==> config.mk <==
export PLATFORM = sky130hd
export DESIGN_NAME = uri_unescape_to_utf8_core
export DESIGN_NICKNAME = d
export VERILOG_FILES = /design/src/rtl/core/uud_pkg.sv /design/src/rtl/core/uud_front.sv /design/src/rtl/core/uud_queue.sv /design/src/rtl/core/uud_back.sv /design/src/rtl/core/uri_unescape_to_utf8_core.sv
export SDC_FILE = /design/constraint.sdc
export NUM_CORES = 1
export LEC_CHECK = 0
export BUFFER_PORTS_ARGS = -buffer_cell sky130_fd_sc_hd__buf_4
export CAP_MARGIN = 30
export CELL_PAD_IN_SITES_DETAIL_PLACEMENT = 0
export CELL_PAD_IN_SITES_GLOBAL_PLACEMENT = 1
export CORE_UTILIZATION = 30
export DETAILED_ROUTE_END_ITERATION = 8
export PLACE_DENSITY_LB_ADDON = 0.1
export SYNTH_ARGS = -nofsm -noshare
export SYNTH_HDL_FRONTEND = slang
export SYNTH_HIERARCHICAL = 1
export SYNTH_SLANG_ARGS = --single-unit
==> constraint.sdc <==
create_clock -name clk -period 4 [get_ports clk]
set_input_delay 0.8 -clock clk [delete_from_list [all_inputs] [get_ports clk]]
set_output_delay 0.8 -clock clk [all_outputs]
set_load 0.02 [all_outputs]
==> src/rtl/core/uud_pkg.sv <==
// ============================================================================
// uud_pkg
// Shared types, character codes and UTF-8 helpers for the URI unescape core.
// ============================================================================
package uud_pkg;

    // Depth of the queue between the front and back parts.
    localparam int QDEPTH = 4;
    localparam int QIDX_W = $clog2(QDEPTH);
    localparam int QCNT_W = $clog2(QDEPTH + 1);

    // Character codes.
    localparam logic [7:0] CH_NUL      = 8'h00;
    localparam logic [7:0] CH_PERCENT  = 8'h25;
    localparam logic [7:0] CH_U_LOWER  = 8'h75;
    localparam logic [7:0] CH_U_UPPER  = 8'h55;
    localparam logic [7:0] CH_QUESTION = 8'h3F;
    localparam logic [7:0] CH_SPACE    = 8'h20;
    localparam logic [7:0] CH_DEL      = 8'h7F;
    localparam logic [7:0] CH_DIGIT_0  = 8'h30;
    localparam logic [7:0] CH_DIGIT_9  = 8'h39;
    localparam logic [7:0] CH_LOWER_A  = 8'h61;
    localparam logic [7:0] CH_LOWER_F  = 8'h66;
    localparam logic [7:0] CH_UPPER_A  = 8'h41;
    localparam logic [7:0] CH_UPPER_F  = 8'h46;

    // Code point limits for the UTF-8 length.
    localparam logic [15:0] CP_ONE_LIMIT = 16'h0080;
    localparam logic [15:0] CP_TWO_LIMIT = 16'h0800;

    // UTF-8 lead and continuation marks.
    localparam logic [7:0] UTF8_LEAD2 = 8'hC0;
    localparam logic [7:0] UTF8_LEAD3 = 8'hE0;
    localparam logic [7:0] UTF8_CONT  = 8'h80;

    // Escape collection counts.
    localparam logic [2:0] DIGITS_SHORT = 3'd2;
    localparam logic [2:0] DIGITS_LONG  = 3'd4;

    typedef enum logic [1:0] {
        PH_IDLE    = 2'd0,
        PH_PCT     = 2'd1,
        PH_COLLECT = 2'd2
    } phase_t;

    // One decoded unit: a code point to be encoded, or the string terminator.
    typedef struct packed {
        logic        term;
        logic [15:0] cp;
    } item_t;

    // Returns {is_hex, value}.
    function automatic logic [4:0] hex_digit(input logic [7:0] c);
        logic [4:0] r;
        r = 5'd0;
        if (c >= CH_DIGIT_0 && c <= CH_DIGIT_9)
        begin
            r = {1'b1, 4'(c - CH_DIGIT_0)};
        end
        else if (c >= CH_LOWER_A && c <= CH_LOWER_F)
        begin
            r = {1'b1, 4'(c - CH_LOWER_A + 8'd10)};
        end
        else if (c >= CH_UPPER_A && c <= CH_UPPER_F)
        begin
            r = {1'b1, 4'(c - CH_UPPER_A + 8'd10)};
        end
        return r;
    endfunction

    // Number of output bytes for an item, 1 to 3.
    function automatic logic [1:0] utf8_len(input item_t it);
        logic [1:0] n;
        if (it.term || it.cp < CP_ONE_LIMIT)
        begin
            n = 2'd1;
        end
        else if (it.cp < CP_TWO_LIMIT)
        begin
            n = 2'd2;
        end
        else
        begin
            n = 2'd3;
        end
        return n;
    endfunction

    // Output byte number idx of an item.
    function automatic logic [7:0] utf8_byte(input item_t it, input logic [1:0] idx);
        logic [7:0] b;
        logic [1:0] n;
        n = utf8_len(it);
        b = it.cp[7:0];
        if (it.term)
        begin
            b = CH_NUL;
        end
        else if (n == 2'd2)
        begin
            b = (idx == 2'd0) ? (UTF8_LEAD2 | {3'b000, it.cp[10:6]})
                              : (UTF8_CONT | {2'b00, it.cp[5:0]});
        end
        else if (n == 2'd3)
        begin
            if (idx == 2'd0)
            begin
                b = UTF8_LEAD3 | {4'b0000, it.cp[15:12]};
            end
            else if (idx == 2'd1)
            begin
                b = UTF8_CONT | {2'b00, it.cp[11:6]};
            end
            else
            begin
                b = UTF8_CONT | {2'b00, it.cp[5:0]};
            end
        end
        return b;
    endfunction

endpackage

==> src/rtl/core/uud_front.sv <==
// ============================================================================
// uud_front
// Accepts input bytes, tracks percent escapes and pushes decoded units.
// ============================================================================
module uud_front
(
    input  logic            clk,
    input  logic            rst_n,
    input  logic            in_valid,
    output logic            in_stall,
    input  logic [7:0]      in_byte,
    input  logic            q_full,
    output logic            push,
    output uud_pkg::item_t  push_item
);

    uud_pkg::phase_t phase_reg, phase_next;
    logic [2:0]      digits_left_reg, digits_left_next;
    logic [15:0]     code_value_reg, code_value_next;
    logic            still_hex_reg, still_hex_next;

    logic            fire;
    logic            emit;
    logic [4:0]      hd;
    logic [15:0]     col_code_in;
    logic            col_hex_in;
    logic [2:0]      col_left_in;
    logic [15:0]     col_code;
    logic            col_hex;
    logic [2:0]      col_left;
    logic [7:0]      plain;

    assign in_stall = q_full;
    assign fire     = in_valid && !in_stall;
    assign push     = fire && emit;

    always_ff @(posedge clk or negedge rst_n)
    begin
        if (!rst_n)
        begin
            phase_reg       <= uud_pkg::PH_IDLE;
            digits_left_reg <= 3'd0;
            code_value_reg  <= 16'd0;
            still_hex_reg   <= 1'b1;
        end
        else if (fire)
        begin
            phase_reg       <= phase_next;
            digits_left_reg <= digits_left_next;
            code_value_reg  <= code_value_next;
            still_hex_reg   <= still_hex_next;
        end
    end

    always_comb
    begin
        hd = uud_pkg::hex_digit(in_byte);

        // Collection step, fed either by a fresh escape or by the open one.
        if (phase_reg == uud_pkg::PH_PCT)
        begin
            col_code_in = 16'd0;
            col_hex_in  = 1'b1;
            col_left_in = uud_pkg::DIGITS_SHORT;
        end
        else
        begin
            col_code_in = code_value_reg;
            col_hex_in  = still_hex_reg;
            col_left_in = (digits_left_reg == 3'd0 || digits_left_reg > uud_pkg::DIGITS_LONG)
                          ? 3'd1 : digits_left_reg;
        end
        col_hex  = col_hex_in && hd[4];
        col_code = col_hex ? {col_code_in[11:0], hd[3:0]} : col_code_in;
        col_left = col_left_in - 3'd1;

        plain = (in_byte < uud_pkg::CH_SPACE || in_byte > uud_pkg::CH_DEL)
                ? uud_pkg::CH_QUESTION : in_byte;

        phase_next       = phase_reg;
        digits_left_next = digits_left_reg;
        code_value_next  = code_value_reg;
        still_hex_next   = still_hex_reg;
        emit             = 1'b0;
        push_item.term   = 1'b0;
        push_item.cp     = 16'd0;

        if (in_byte == uud_pkg::CH_NUL)
        begin
            // The terminator drops any open escape and resets the parser.
            phase_next       = uud_pkg::PH_IDLE;
            digits_left_next = 3'd0;
            code_value_next  = 16'd0;
            still_hex_next   = 1'b1;
            emit             = 1'b1;
            push_item.term   = 1'b1;
        end
        else
        begin
            unique case (phase_reg)
                uud_pkg::PH_PCT, uud_pkg::PH_COLLECT:
                begin
                    if (phase_reg == uud_pkg::PH_PCT &&
                        (in_byte == uud_pkg::CH_U_LOWER || in_byte == uud_pkg::CH_U_UPPER))
                    begin
                        phase_next       = uud_pkg::PH_COLLECT;
                        digits_left_next = uud_pkg::DIGITS_LONG;
                        code_value_next  = 16'd0;
                        still_hex_next   = 1'b1;
                    end
                    else if (col_left != 3'd0)
                    begin
                        phase_next       = uud_pkg::PH_COLLECT;
                        digits_left_next = col_left;
                        code_value_next  = col_code;
                        still_hex_next   = col_hex;
                    end
                    else
                    begin
                        phase_next       = uud_pkg::PH_IDLE;
                        digits_left_next = 3'd0;
                        code_value_next  = 16'd0;
                        still_hex_next   = 1'b1;
                        emit             = 1'b1;
                        push_item.cp     = col_code;
                    end
                end
                default:
                begin
                    if (in_byte == uud_pkg::CH_PERCENT)
                    begin
                        phase_next = uud_pkg::PH_PCT;
                    end
                    else
                    begin
                        phase_next   = uud_pkg::PH_IDLE;
                        emit         = 1'b1;
                        push_item.cp = {8'd0, plain};
                    end
                end
            endcase
        end
    end

endmodule

==> src/rtl/core/uud_queue.sv <==
// ============================================================================
// uud_queue
// Short FIFO of decoded units between the front and back parts.
// ============================================================================
module uud_queue
(
    input  logic            clk,
    input  logic            rst_n,
    input  logic            push,
    input  uud_pkg::item_t  push_item,
    input  logic            pop,
    output logic            full,
    output logic            empty,
    output uud_pkg::item_t  head
);

    uud_pkg::item_t                entries_reg [uud_pkg::QDEPTH];
    logic [uud_pkg::QIDX_W-1:0]    wr_ptr_reg, wr_ptr_next;
    logic [uud_pkg::QIDX_W-1:0]    rd_ptr_reg, rd_ptr_next;
    logic [uud_pkg::QCNT_W-1:0]    count_reg, count_next;

    assign full  = (count_reg == uud_pkg::QCNT_W'(uud_pkg::QDEPTH));
    assign empty = (count_reg == '0);
    assign head  = entries_reg[rd_ptr_reg];

    always_comb
    begin
        wr_ptr_next = wr_ptr_reg;
        rd_ptr_next = rd_ptr_reg;
        count_next  = count_reg;
        if (push)
        begin
            wr_ptr_next = (wr_ptr_reg == uud_pkg::QIDX_W'(uud_pkg::QDEPTH - 1))
                          ? '0 : wr_ptr_reg + uud_pkg::QIDX_W'(1);
        end
        if (pop)
        begin
            rd_ptr_next = (rd_ptr_reg == uud_pkg::QIDX_W'(uud_pkg::QDEPTH - 1))
                          ? '0 : rd_ptr_reg + uud_pkg::QIDX_W'(1);
        end
        if (push && !pop)
        begin
            count_next = count_reg + uud_pkg::QCNT_W'(1);
        end
        else if (pop && !push)
        begin
            count_next = count_reg - uud_pkg::QCNT_W'(1);
        end
    end

    always_ff @(posedge clk or negedge rst_n)
    begin
        if (!rst_n)
        begin
            wr_ptr_reg <= '0;
            rd_ptr_reg <= '0;
            count_reg  <= '0;
        end
        else
        begin
            wr_ptr_reg <= wr_ptr_next;
            rd_ptr_reg <= rd_ptr_next;
            count_reg  <= count_next;
        end
    end

    always_ff @(posedge clk)
    begin
        if (push)
        begin
            entries_reg[wr_ptr_reg] <= push_item;
        end
    end

endmodule

==> src/rtl/core/uud_back.sv <==
// ============================================================================
// uud_back
// Encodes units as UTF-8 into the output register: a byte a cycle unless stalled.
// ============================================================================
module uud_back
(
    input  logic            clk,
    input  logic            rst_n,
    input  logic            q_empty,
    input  uud_pkg::item_t  head,
    output logic            pop,
    output logic            out_valid,
    input  logic            out_stall,
    output logic [7:0]      out_byte,
    output logic            last_of_run,
    output logic            string_end
);

    logic [1:0] idx_reg, idx_next;
    logic       out_valid_reg, out_valid_next;
    logic [7:0] out_byte_reg;
    logic       last_reg;
    logic       end_reg;

    logic       load;
    logic [1:0] len;
    logic       is_last;

    assign len     = uud_pkg::utf8_len(head);
    assign is_last = (idx_reg == len - 2'd1);
    assign load    = !q_empty && (!out_valid_reg || !out_stall);
    assign pop     = load && is_last;

    always_comb
    begin
        idx_next       = idx_reg;
        out_valid_next = out_valid_reg;
        if (load)
        begin
            out_valid_next = 1'b1;
            idx_next       = is_last ? 2'd0 : idx_reg + 2'd1;
        end
        else if (!out_stall)
        begin
            out_valid_next = 1'b0;
        end
    end

    always_ff @(posedge clk or negedge rst_n)
    begin
        if (!rst_n)
        begin
            idx_reg       <= 2'd0;
            out_valid_reg <= 1'b0;
        end
        else
        begin
            idx_reg       <= idx_next;
            out_valid_reg <= out_valid_next;
        end
    end

    always_ff @(posedge clk)
    begin
        if (load)
        begin
            out_byte_reg <= uud_pkg::utf8_byte(head, idx_reg);
            last_reg     <= is_last;
            end_reg      <= head.term;
        end
    end

    assign out_valid   = out_valid_reg;
    assign out_byte    = out_byte_reg;
    assign last_of_run = last_reg;
    assign string_end  = end_reg;

endmodule

==> src/rtl/core/uri_unescape_to_utf8_core.sv <==
// ============================================================================
// uri_unescape_to_utf8_core
// URI percent decoder with %uXXXX support, producing a UTF-8 byte stream.
// ============================================================================
// Usage: feed the URI one byte per transfer on in_valid/in_stall/in_byte; a
// zero byte ends the string and comes out as a single transfer with
// string_end and last_of_run set. Each input byte gives zero results (it is
// part of an escape still open) or one to three output transfers on
// out_valid/out_stall, with last_of_run set on the final one.
// The first output byte of an input passes through a queue entry and the
// output register before it is presented. The front part takes one input
// byte per cycle while the queue is not full; the back part drives one
// output byte per cycle from a registered output unless out_stall holds it,
// so a code point of two or three UTF-8 bytes occupies the output while each
// of its bytes goes out. A four-entry queue between the parts absorbs that
// and any output stall; in_stall rises only when the queue is full.
// Reset clears the escape parser, empties the queue and drops out_valid.
// While out_stall is high the presented byte and flags hold.
module uri_unescape_to_utf8_core
(
    input  logic       clk,
    input  logic       rst_n,
    input  logic       in_valid,
    output logic       in_stall,
    input  logic [7:0] in_byte,
    output logic       out_valid,
    input  logic       out_stall,
    output logic [7:0] out_byte,
    output logic       last_of_run,
    output logic       string_end
);

    logic           push;
    uud_pkg::item_t push_item;
    logic           pop;
    logic           q_full;
    logic           q_empty;
    uud_pkg::item_t head;

    uud_front u_front
    (
        .clk       (clk),
        .rst_n     (rst_n),
        .in_valid  (in_valid),
        .in_stall  (in_stall),
        .in_byte   (in_byte),
        .q_full    (q_full),
        .push      (push),
        .push_item (push_item)
    );

    uud_queue u_queue
    (
        .clk       (clk),
        .rst_n     (rst_n),
        .push      (push),
        .push_item (push_item),
        .pop       (pop),
        .full      (q_full),
        .empty     (q_empty),
        .head      (head)
    );

    uud_back u_back
    (
        .clk         (clk),
        .rst_n       (rst_n),
        .q_empty     (q_empty),
        .head        (head),
        .pop         (pop),
        .out_valid   (out_valid),
        .out_stall   (out_stall),
        .out_byte    (out_byte),
        .last_of_run (last_of_run),
        .string_end  (string_end)
    );

endmodule

# Word-level counts from Yosys, hierarchy flattened
# Memories as Yosys holds them, arrays and structs flattened.
# Index checks and enable logic that the tools add are counted.
dict set report classes {
  n_shift 0
  order_cmp 11
  multipliers 0
  div 0
  n_addsub 12
  reduce_logical 31
  n_eq_ne 13
  mux 54
  n_bitwise 0
}
# cell n
set ops {}
lappend ops {{2-to-1 mux 16 bit} 10}
lappend ops {{2-to-1 mux 8 bit} 5}
lappend ops {{2-to-1 mux 3 bit} 8}
lappend ops {{2-to-1 mux 2 bit} 9}
lappend ops {{2-to-1 mux 1 bit} 17}
lappend ops {{== test 8 x 7 -> 1 bit, second input constant} 2}
lappend ops {{>= comparator 8 x 7 -> 1 bit, second input constant} 2}
lappend ops {{less-or-equal comparator 8 x 7 -> 1 bit, second input constant} 2}
lappend ops {{< comparator 16 x 12 -> 1 bit, second input constant} 1}
lappend ops {{< comparator 16 x 8 -> 1 bit, second input constant} 1}
lappend ops {{2-to-1 mux 5 bit} 3}
lappend ops {{subtractor 4 x 1 -> 4 bit, second input constant} 3}
lappend ops {{logical AND 1 bit} 11}
lappend ops {{== test 2 bit, second input constant} 5}
lappend ops {{adder 4 bit, second input constant} 2}
lappend ops {{== test 8 x 6 -> 1 bit, second input constant} 1}
lappend ops {{>= comparator 8 x 6 -> 1 bit, second input constant} 1}
lappend ops {{greater-than comparator 8 x 7 -> 1 bit, second input constant} 1}
lappend ops {{less-or-equal comparator 8 x 6 -> 1 bit, second input constant} 1}
lappend ops {{zero test 8 bit} 1}
lappend ops {{< comparator 8 x 6 -> 1 bit, second input constant} 1}
lappend ops {{2-to-1 mux 7 bit} 1}
lappend ops {{adder 2 x 1 -> 2 bit, second input constant} 3}
lappend ops {{zero test 1 bit} 6}
lappend ops {{other kinds (16)} 24}
dict set report totals {
  regBits 42
  latch_bits 0
  inputBits 12
  mem_bits_ro 0
  elab_cells 134
  output_inout_bits 12
  mem_count 1
  ram_bits 68
}
# name depth width rd rd_clocked_by_memory_dff wr line_no
set memory_table {}
lappend memory_table {u_queue.entries_reg 4 17 1 0 1 uud_queue.sv:17} ;# uud_pkg::item_t entries_reg [uud_pkg::QDEPTH];

# Depth between registers and ports, before layout
dict set report depth {
  depth_word 15
  ltp_mapped 15
  mapped_depth_nobuf 15
}

# Modules after synthesis
# The synthesis kept the hierarchy.
# mod area_each_um2 cells_per_inst instances seq_area_each_um2
set modules_own_cells {}
lappend modules_own_cells {uud_queue 2912.8 126 1 2217.1}
lappend modules_own_cells {uud_front 1691.6 170 1 551.8}
lappend modules_own_cells {uud_back 918.4 94 1 375.4}

# Worst setup path before layout
# OpenSTA, ideal clock, no wires.
dict set report synth_path {
  path_kind {register to register}
  start {register u_queue/rd_ptr_reg[0] in the netlist's numbering}
  end {register u_queue/count_reg[1] in the netlist's numbering}
  n_path_buf 2
  synth_period_minus_slack_ns 3.447
  path_slack_ns 0.553
  t_arrival_ns 3.323
  path_stages_with_launch 13
  required_ns 3.875
  setup_ns 0.125
  path_cell_list {dfrtp_1 > buf_6 > buf_12 > mux4_2 > or4_4 > nor2_4 > nand4_1 > a31oi_1 > inv_1 > ha_1 > inv_1 > fa_1 > mux2_2}
}
# item line_no
set synth_rtl {}
lappend synth_rtl {{start: declaration} uud_queue.sv:19} ;# logic [uud_pkg::QIDX_W-1:0] rd_ptr_reg, rd_ptr_next;
lappend synth_rtl {{start signal: assignment} uud_queue.sv:62} ;# rd_ptr_reg <= rd_ptr_next;
lappend synth_rtl {{end signal: assignment} uud_queue.sv:63} ;# count_reg <= count_next;
lappend synth_rtl {{end: declaration} uud_queue.sv:20} ;# logic [uud_pkg::QCNT_W-1:0] count_reg, count_next;

==> metrics.txt <==
run status=complete, no violations; maximum level of the CTS H-tree=3; Syn. warnings=6; largest family of logic cells by synthesized area=multiplexers; reported net switching power=1.61 mW; CP Cell Sequence=mux4_1 > nor4_1 > buf_4 > a31oi_1 > or3_1 > a31oi_1 > inv_1 > ha_1 > inv_1 > fa_1 > mux2_2; Final Hold Slack=0.402 ns; Compound-Gate Fraction of Synth Area=0.119; IO Port Bufs=23; synthesized area divided by synthesized cell count=14.2 µm²; layout cells sized above 1=0.215; clock skew=0.00910 ns; Tcrit/Tclk final=0.916; Worst-path clk slew=0.08 ns; net switching share of the total power=0.371; crit-path leading delay family=multiplexers; core footprint=18000 µm²; worst slew margin relative to its limit=0.409; initial cell density of the core=0.306; number of top-level pins=24; Most used DFF post-synth=edfxtp_1; P per Cell Area=693 nW/µm²; number of nets in the layout=451; detailed router's first-iteration violation count=138; cts repair resizes=0; Wirelength per Cell=18.5 µm; leakage dissipation=2.36 nW; fraction of synthesized cell area in xor and xnor cells=0.00634; layer with the highest usage after global routing=met2; sequential-to-total area share from yosys stat=0.569; post-layout total power=4.33 mW; synthesis-stage register bit count=110; layout overhead on the synthesized area=13.3%; clock latency on the worst-skew pair=0.36 ns; Synth top area share=0.424; post-detailed-routing wire length=12200 µm; critical path type=flop to flop; f_max=273 MHz; met2 Resource Use GR=0.226; die footprint=19000 µm²; clock sink total=110; CTS tree=yes; peak supply drop=254 µV; standard-cell row count=49; Clock Power Share=0.204; Largest register FFs=68; data arrival time at the worst-slack endpoint=3.91 ns; unrepaired setup endpoints after global routing=no; die extent in y=138 µm; multiplexer fraction of the synthesized cell area=0.122; met3 track utilization from global routing=0.0309; GR Util All Layers=0.140; startpoint type of the worst setup path=flop; syn_nets=418; global-route wire length before repair=19300 µm; setup violation total in the final timing report=0; number of nets still failing antenna checks after routing=0; Internal Power=2.73 mW; biggest area contributors in the synthesized netlist=edfxtp_1 (42%), dfrtp_1 (14%), mux4_1 (4.3%); Clock Tree Buf Depth=2; TritonCTS buffer count=9; Sum Neg Setup Slack=0 ns; maximum fanout along the worst path=10; worst reg-to-reg setup slack=0.33 ns; Hold Violations, Final=0; last weighted congestion value of the routability-driven placer=0.817; initial antenna violation count=0; cell taking the most area after synthesis=edfxtp_1; vias in the first global route=3423; number of DRC violations after detailed routing=0; detailed-route via count=3428; CTS Root Buffer Type=clkbuf_16; number of post-CTS setup repair buffers=0; most frequent cells in the layout=edfxtp_1 (78), buf_4 (38), dfrtp_1 (31); critical-path cell with the highest stage delay=mux4_1; Avg Vias per Cell=5.22; adder-cell share of the synthesized area=0.0376; Maximum Capacitance Violations=0; Post-CTS Hold Fix Bufs=0; hpwl dp=8490 µm; leading cell type in the layout, fill and taps excluded=edfxtp_1; type of the tightest min-delay check=primary input to asynchronous set/reset pin; Detailed Routing Iterations Pass 1=4; actual slew at the worst max-slew pin=0.882 ns; final period demand of the worst path=3.67 ns; Worst setup EP type=flop; cell count after synthesis=390; sequential group share of total power=0.391; pin count of the biggest net entering global routing=33; pins over their slew limit=0; slowest cell delay on critical path=0.71 ns; horizontal extent of the die=138 µm; sum of overflow across all layers after global routing=0; n_diodes=0; post-synthesis simple-gate area fraction=0.109; sum of buffers and inverters on the critical path=3; global-route met1 utilization=0.177; Comb power frac=0.405; Netlist Area Pre-Place=5520 µm²; number of distinct library cell variants in the gate-level netlist after synthesis=76; Post-synth EDFFs=78; async set-or-reset flop fraction in the synthesized netlist=0.291; required time of the critical path=4.25 ns
==> per-stage QoR <==
stage / util / instance area, µm² / std cells / worst slack [ns]
2_1_floorplan: - / 5520 / 390 / 0.553
3_3_place_gp: 0.331 / 5960 / 641 / 0.366
6_report: 0.347 / 6260 / 657 / 0.335
5_1_grt: 0.347 / 6260 / 657 / 0.0691
3_5_place_dp: 0.331 / 5960 / 641 / 0.291
4_1_cts: 0.347 / 6260 / 657 / 0.264
==> layout make-up <==
type	count	area, µm²
clock buffer	9	225
inverter	19	71.3
clock inverter	7	67.6
sequential	110	3140
timing repair buffer	38	285
multi-input combinational	245	2180
fill	1783	11800
tap	229	287
==> power by group through the flow <==
stage | clock network (mW) | registers, mW | logic, mW
floorplan | 0 | 1.72 | 1.24
global placement | 0 | 1.72 | 1.78
detailed placement | 0 | 1.72 | 1.78
CTS | 0.921 | 1.70 | 1.78
global route | 0.956 | 1.73 | 1.94
finish | 0.885 | 1.69 | 1.76
==> final timing paths <==
path | from | end | depth (start not counted)
max | u_queue/rd_ptr_reg[0] | u_queue/count_reg[1] | 11
min | rst_n | u_front/code_value_reg[14] | 1
max reg2reg | u_queue/rd_ptr_reg[0] | u_queue/count_reg[1] | 11
min reg2reg | u_queue/count_reg[2] | u_queue/count_reg[2] | 1
max in group asynchronous | rst_n | u_front/still_hex_reg | 1
min in group clk | u_queue/count_reg[2] | u_queue/count_reg[2] | 1
==> Yosys cell counts (2+ instances only) <==
cell type,n
and2_1,4
mux2_2,6
ha_1,15
nand2b_1,7
buf_2,5
nor2_1,28
xor2_1,2
o32ai_1,2
nand4_1,7
or4_1,3
nor4_1,2
nor3_1,4
buf_6,3
a31oi_1,7
o21ai_4,3
a21bo_2,3
a21o_1,5
nand2_1,14
inv_1,18
nand3_1,5
mux2i_1,19
o22ai_1,8
o41ai_1,3
buf_12,2
a211oi_1,4
dfrtp_1,31
a311oi_1,2
nor3b_1,3
a21oi_1,10
o21ai_0,9
edfxtp_1,78
mux4_2,8
mux4_1,9
buf_4,2
nor2b_1,4
clkbuf_1,2
xnor2_1,2
a22o_1,13
==> layer usage <==
layer	wire length (µm)	share of wire	vias up
li1	-	-	1598
met1	5610	0.46	1739
met2	5830	0.48	68
met3	434	0.036	23
met4	297	0.024	0
met5	0	0	-
==> cells by family (layout without fill, tap and decap cells) <==
family / after synthesis / count (layout)
DFF: 110 / 110
AOI/OAI and AO/OA: 83 / 83
buffers and inverters: 35 / 73
muxes: 42 / 42
adders and majority gates: 16 / 16
xor gates and xnor gates: 4 / 4
and+or+nand+nor: 100 / 100
(Power assumes the default switching activity.)
